`src/d2q9_pkg.sv`:
```
// Shared types, constants and fixed-point helpers for the D2Q9 BGK collision block.
package d2q9_pkg;

   localparam int WORD_BITS = 32;
   localparam int FRAC_BITS = 28;
   localparam int RATE_BITS = 30;
   localparam int NUM_DIRS  = 9;
   localparam int NUM_MOVE  = 8;

   // One quotient bit of the reciprocal is resolved in each divider stage.
   localparam int DIV_STEPS = WORD_BITS - 1;
   localparam int REM_BITS  = WORD_BITS - 1;

   typedef logic signed [WORD_BITS-1:0]   word_type;
   typedef logic signed [2*WORD_BITS-1:0] wide_type;
   typedef logic [RATE_BITS-1:0]          rate_type;
   typedef logic [REM_BITS-1:0]           rem_type;

   typedef struct packed {
      word_type inv;
      logic     pos;
   } recip_type;

   localparam longint MAX_L = (longint'(1) <<< (WORD_BITS - 1)) - 1;
   localparam longint MIN_L = -MAX_L - 1;
   localparam longint ONE_L = longint'(1) <<< FRAC_BITS;

   localparam word_type ONE_Q      = word_type'(ONE_L);
   localparam word_type MAX_Q      = word_type'(MAX_L);
   localparam word_type THREE_HALF = word_type'(3 * (ONE_L / 2));
   localparam word_type W_REST     = word_type'((4 * ONE_L + 4) / 9);
   localparam word_type W_STRAIGHT = word_type'((ONE_L + 4) / 9);
   localparam word_type W_DIAG     = word_type'((ONE_L + 18) / 36);
   localparam rate_type RATE_RESET = rate_type'(ONE_L);

   // The numerator 2^(2F) is applied as its top bits; below this density the
   // reciprocal does not fit in a word and saturates.
   localparam int      REM_SHIFT = 2 * FRAC_BITS - (WORD_BITS - 1);
   localparam rem_type REM_INIT  = rem_type'(longint'(1) <<< REM_SHIFT);

   function automatic word_type sat64(wide_type v);
      word_type r;
      if (v > wide_type'(MAX_L)) begin
         r = word_type'(MAX_L);
      end else if (v < wide_type'(MIN_L)) begin
         r = word_type'(MIN_L);
      end else begin
         r = v[WORD_BITS-1:0];
      end
      return r;
   endfunction

   function automatic word_type add_sat(word_type a, word_type b);
      wide_type wa;
      wide_type wb;
      wa = wide_type'(a);
      wb = wide_type'(b);
      return sat64(wa + wb);
   endfunction

   function automatic word_type neg_sat(word_type a);
      wide_type wa;
      wa = wide_type'(a);
      return sat64(-wa);
   endfunction

   // Full product, floor shift by the fraction width, then saturation.
   function automatic word_type mulq(word_type a, word_type b);
      wide_type p;
      p = wide_type'(a) * wide_type'(b);
      return sat64(p >>> FRAC_BITS);
   endfunction

endpackage

```
`src/d2q9_recip.sv`:
```
// Pipelined restoring divider giving the saturated reciprocal of density.
module d2q9_recip (
   input  logic               clock,
   input  d2q9_pkg::word_type rho,
   output d2q9_pkg::recip_type recip
);
   import d2q9_pkg::*;

   rem_type                  rem_src [DIV_STEPS];
   logic [DIV_STEPS-1:0]     q_src   [DIV_STEPS];
   rem_type                  rho_src [DIV_STEPS];
   logic                     big_src [DIV_STEPS];
   logic                     pos_src [DIV_STEPS];

   rem_type                  rem_ff  [DIV_STEPS];
   logic [DIV_STEPS-1:0]     q_ff    [DIV_STEPS];
   rem_type                  rho_ff  [DIV_STEPS];
   logic                     big_ff  [DIV_STEPS];
   logic                     pos_ff  [DIV_STEPS];

   for (genvar k = 0; k < DIV_STEPS; k++) begin : g_step
      logic [REM_BITS:0] shifted;
      logic              ge;

      if (k == 0) begin : g_first
         assign rem_src[k] = REM_INIT;
         assign q_src[k]   = '0;
         assign rho_src[k] = rho[REM_BITS-1:0];
         assign pos_src[k] = (rho > word_type'(0));
         assign big_src[k] = (rho <= word_type'(longint'(1) <<< REM_SHIFT));
      end else begin : g_next
         assign rem_src[k] = rem_ff[k-1];
         assign q_src[k]   = q_ff[k-1];
         assign rho_src[k] = rho_ff[k-1];
         assign pos_src[k] = pos_ff[k-1];
         assign big_src[k] = big_ff[k-1];
      end

      assign shifted = {rem_src[k], 1'b0};
      assign ge      = (shifted >= {1'b0, rho_src[k]});

      always_ff @(posedge clock) begin
         if (ge) begin
            rem_ff[k] <= REM_BITS'(shifted - {1'b0, rho_src[k]});
         end else begin
            rem_ff[k] <= shifted[REM_BITS-1:0];
         end
         q_ff[k]   <= {q_src[k][DIV_STEPS-2:0], ge};
         rho_ff[k] <= rho_src[k];
         pos_ff[k] <= pos_src[k];
         big_ff[k] <= big_src[k];
      end
   end

   always_comb begin
      recip.pos = pos_ff[DIV_STEPS-1];
      if (big_ff[DIV_STEPS-1]) begin
         recip.inv = MAX_Q;
      end else begin
         recip.inv = word_type'({1'b0, q_ff[DIV_STEPS-1]});
      end
   end

endmodule

```
`config.mk`:
```
export PLATFORM = sky130hd
export DESIGN_NAME = d2q9_recip
export DESIGN_NICKNAME = d
export VERILOG_FILES = /design/src/d2q9_pkg.sv /design/src/d2q9_recip.sv
export SDC_FILE = /design/constraint.sdc
export NUM_CORES = 2
export LEC_CHECK = 0
export BUFFER_PORTS_ARGS = -buffer_cell sky130_fd_sc_hd__buf_2
export CAP_MARGIN = 15
export CORE_MARGIN = 2
export CORE_UTILIZATION = 40
export DETAILED_ROUTE_END_ITERATION = 8
export GPL_ROUTABILITY_DRIVEN = 0
export PLACE_DENSITY_LB_ADDON = 0.3
export REMOVE_ABC_BUFFERS = 1
export SYNTH_ARGS = -nofsm -noshare
export SYNTH_HDL_FRONTEND = slang
export SYNTH_SLANG_ARGS = --single-unit
```
`constraint.sdc`:
```
create_clock -name clock -period 6.49 [get_ports clock]
set_clock_uncertainty 0.05 [all_clocks]
set_input_delay 0.9735 -clock clock [delete_from_list [all_inputs] [get_ports clock]]
set_output_delay 0.9735 -clock clock [all_outputs]
set_load 0.03 [all_outputs]
```
After elaboration in Yosys (flattened, before gate mapping)
Memories as Yosys holds them, arrays and structs flattened.
Index checks and enable logic that the tools add are counted.
Operators by class
  add/subtract/negate cells: 31
  magnitude comparators: 33
  multiplexer cells: 125
  bitwise gates (word level): 31
Operators by type and width (count)
  2-to-1 mux 31 bit: 32
  greater-or-equal comparator 32 x 31 -> 1 bit: 30
  subtractor 31 bit: 30
  2-to-1 mux 1 bit: 93
  > comparator 32 x 1 -> 1 bit (second input constant): 1
  <= comparator 32 x 27 -> 1 bit (second input constant): 1
  greater-or-equal comparator 27 x 31 -> 1 bit (first input constant): 1
  bitwise OR 1 bit: 31
  subtractor 27 x 31 -> 31 bit (first input constant): 1
Storage, ports and cells
  bits in registers: 0
  bits in writable memories: 2945
  input bits: 33
  word-level logic and storage cells: 225
  memories kept: 5
Memories
  q_ff: depth 31, width 31, read ports 31, clocked after Yosys merged registers in 0, write ports 31, line d2q9_recip.sv:16  | logic [DIV_STEPS-1:0] q_ff [DIV_STEPS];
  rem_ff: depth 31, width 31, read ports 30, clocked after Yosys merged registers in 0, write ports 31, line d2q9_recip.sv:15  | rem_type rem_ff [DIV_STEPS];
  rho_ff: depth 31, width 31, read ports 30, clocked after Yosys merged registers in 0, write ports 31, line d2q9_recip.sv:17  | rem_type rho_ff [DIV_STEPS];
  big_ff: depth 31, width 1, read ports 31, clocked after Yosys merged registers in 0, write ports 31, line d2q9_recip.sv:18  | logic big_ff [DIV_STEPS];
  pos_ff: depth 31, width 1, read ports 31, clocked after Yosys merged registers in 0, write ports 31, line d2q9_recip.sv:19  | logic pos_ff [DIV_STEPS];

Longest topological paths before layout
An unclocked memory read counts as a cell.
  depth in word-level cells: 5
  depth in mapped cells: 15

Worst setup path before layout
Ideal clock, no wire load.
  path kind: input to register
  from: in rho[0]
  to: mem rem_ff[0][6] in the netlist's numbering
  library setup time: 65 ps
  arrival time: 3232 ps
  required time: 6375 ps
  setup slack: 3143 ps
  cell stages on the path: 12
  path buffers: 2
  path through: inv_1 -> ha_1 -> nand2_1 -> nor3_1 -> nand2_1 -> or4_1 -> or3_1 -> clkbuf_1 -> a21oi_1 -> o21ai_2 -> buf_6 -> nor2_1
RTL lines
  start: declaration: line d2q9_recip.sv:4  | input d2q9_pkg::word_type rho,
  end: declaration: line d2q9_recip.sv:15

==> flow_summary.yaml <==
critical_path:
  r2r_setup_slack_ps: 1580
  crit_path_end_kind: "flop"
  crit_fanout: 60
  start_kind: "flop"
  crit_arrival_ps: 5620
  r2r-start: "rho_ff[0][372]$_DFF_P_"
  r2r_cells: 12
  cp_data_required_time_ps: 7200
  critPathKind: "flop to flop"
  crit_path_start: "rho_ff[0][372]$_DFF_P_"
die:
  ios: 66
  fp.dieH_um: 521
  die_area_mm2: 0.271
  die_x_um: 521
  core_area_mm2: 0.266
  std_cell_rows: 189
  start_util_pct: 40.3
yosys:
  synth_top_area_cell: "dfxtp_1"
  ys_seq_area_share_pct: 45.3
  synthTopCellsByArea: "dfxtp_1 (45%), ha_1 (11%), a21oi_1 (4.2%)"
  syn_inst: 11300
  ys.flop_type: "dfxtp_1"
  synth_xor_area_share_pct: 6.47
  syn_area_mm2: 0.107
  ys_async_sr_fraction_pct: 0
  ys_ff_latch: 2418
  synth.distinct_cells: 99
  yosys.area_share.simple_pct: 10.4
  synth_edf_count: 0
  avgSynthCellArea_um2: 9.50
  synthMuxAreaShare_pct: 3.94
  synth_top_family_by_area: "compound AO/OA/AOI/OAI gates"
  synth-compound-area-share_pct: 17.5
  synth_top_area_share_pct: 45.3
  post-synth-top-count-cell: "dfxtp_1"
  synthAdderAreaFrac_pct: 11.4
  yosysWarnings: 0
  synth_common_cells: "dfxtp_1 (2418), inv_1 (1129), ha_1 (930)"
timing:
  worstMarginPinSlew_ps: 1350
  rsz0062_at_grt: "false"
  finalMaxSlewViolations: 0
  fin_crit_sh_pct: 75.7
  setup_violations: 0
  fin_crit_ps: 4910
  fmax_mhz: 203
  relSlewSlack_pct: 8.92
  finalHoldViolCount: 0
clock_network:
  cts.path.max_buffers: 4
  cts_max_level: 5
  cts_resized: 0
  cts.sinks: 2418
  clock_latency_ps: 880
  clk_pin_slew_ps: 60
  cts_hold_buf: 0
  root_buffer: "clkbuf_16"
  post-cts-setup-buffers: 0
  cts_tree: "yes"
  cts_buffers: 272
route:
  firstDrtPassIters: 9
  vias: 78200
  drtAntennaViolNets: 0
  routedWlPerCell_um: 15.9
  wl_mm: 241
  vias_per_cell: 5.17
  drc: 1
  drt_iter0_drc: 5429
finish:
  area_delta_synth_final_pct: 12.4
  stdcell_count: 15100
  finish.utilization_pct: 45.3
  stdcell_area_mm2: 0.120
  nets: 12400
  drive_gt1_share_pct: 8.77
placed_design:
  dpl.cell_count: 14600
  port_buffers: 64
  hpwlAfterDp_mm: 183
  placed_cell_area_mm2: 0.111
global_route:
  grt_max_degree: 61
  grt_pass1_wl_mm: 393
  antenna_found_initial: 3
  grt_remaining_overflow: 0
  grt_pass1_vias: 77800
  grt_usage_pct: 17.2
status:
  violations: "design-rule violations"
  status: "finished with violations"
pwr:
  p_leak_nw: 55.3
  p_per_area_mw_per_mm2: 572
  peakVddDrop_v: 0.000223
hold_path:
  hold_path_startpoint: "rho[1]"
  hold_path_depth: 1
  hold_path_class: "primary input to flop"
run:
  cap_violations: 0
## stage by stage
step                setup WS (ps)  total power [mW]  setup TNS, ps  hold slack [ps]
detailed placement           1720              52.9              0              262
global placement             1710              52.2              0              260
floorplan                    -289              45.8          -4230              260
CTS                          1680              69.1              0              104
global route                 1340              73.9              0              121
finish                       1580              68.7              0              186
## worst paths after layout
path	endpoint
min reg2reg	q_ff[0][439]$_DFF_P_
min	rho_ff[0][1]$_DFF_P_
max	rem_ff[0][404]$_DFF_P_
max reg2reg	rem_ff[0][404]$_DFF_P_
## layout by cell type, fill, tap and decap left out, types with 46 or more instances in the layout
cell type     n
or3_1        47
nand3_1     147
ha_1        930
dfxtp_1    2417
clkbuf_16   278
nand2_1     730
or2_2        68
a31oi_1     107
nor3_1      107
nand2b_1    103
a21o_1      482
a21oi_1     888
nor2_1      671
and2_1       47
a211oi_1     75
nor2b_1      95
o21a_1      129
xnor2_1     478
o211ai_1     46
o21bai_1    112
and3_1       76
o21ai_0     718
nand4_1     136
o31ai_1      61
inv_1      1129
mux2_2      336
xor2_1      312
buf_2        64
clkbuf_8     58
## final cells by class
class | instances | area, µm²
fill | 24700 | 145000
multi-input combinational | 7459 | 53400
sequential | 2418 | 48400
clock buffer | 377 | 7910
tap | 3533 | 4420
inverter | 1131 | 4250
clock inverter | 101 | 1330
timing repair buffer | 93 | 538
antenna | 2 | 5.00
## worst max-delay path: stages, from the launching register on
cell and delay, ps:
dfxtp_1 520, inv_1 150, fa_1 470, a211o_1 320, a21oi_1 290, a211oi_1 170, a31oi_1 270, o21ai_1 190
a211oi_1 750, o41ai_1 460, a31oi_4 220, buf_4 470, mux2_2 410
## logic make-up after synthesis
logic type / Yosys count
buf+inv: 1381
simple gates: 2354
fa+ha+maj: 959
other cells: 1
xor+xnor: 790
compound gates: 2981
mux: 374
flops: 2418
## layer usage
metal	vias to the layer above	routed length, µm	GRT usage (%)
met5	-	0	0
met4	0	7970	6.00
met3	548	12000	2.80
met2	1947	115000	30.3
met1	36500	106000	21.2
li1	39200	-	-
## registers in the layout, indices dropped and copies added (netlist names)
signal and flops:
big_ff 31, pos_ff 31, q_ff 496, rem_ff 930, rho_ff 930
## where the power goes
part	switching [mW]	total, mW	internal [mW]
sequential	2.58	22.2	19.6
clock	6.12	15.6	9.45
combinational	17.1	30.9	13.8
total	25.8	68.7	42.9
No activity file was read; power rests on OpenSTA's default activity.
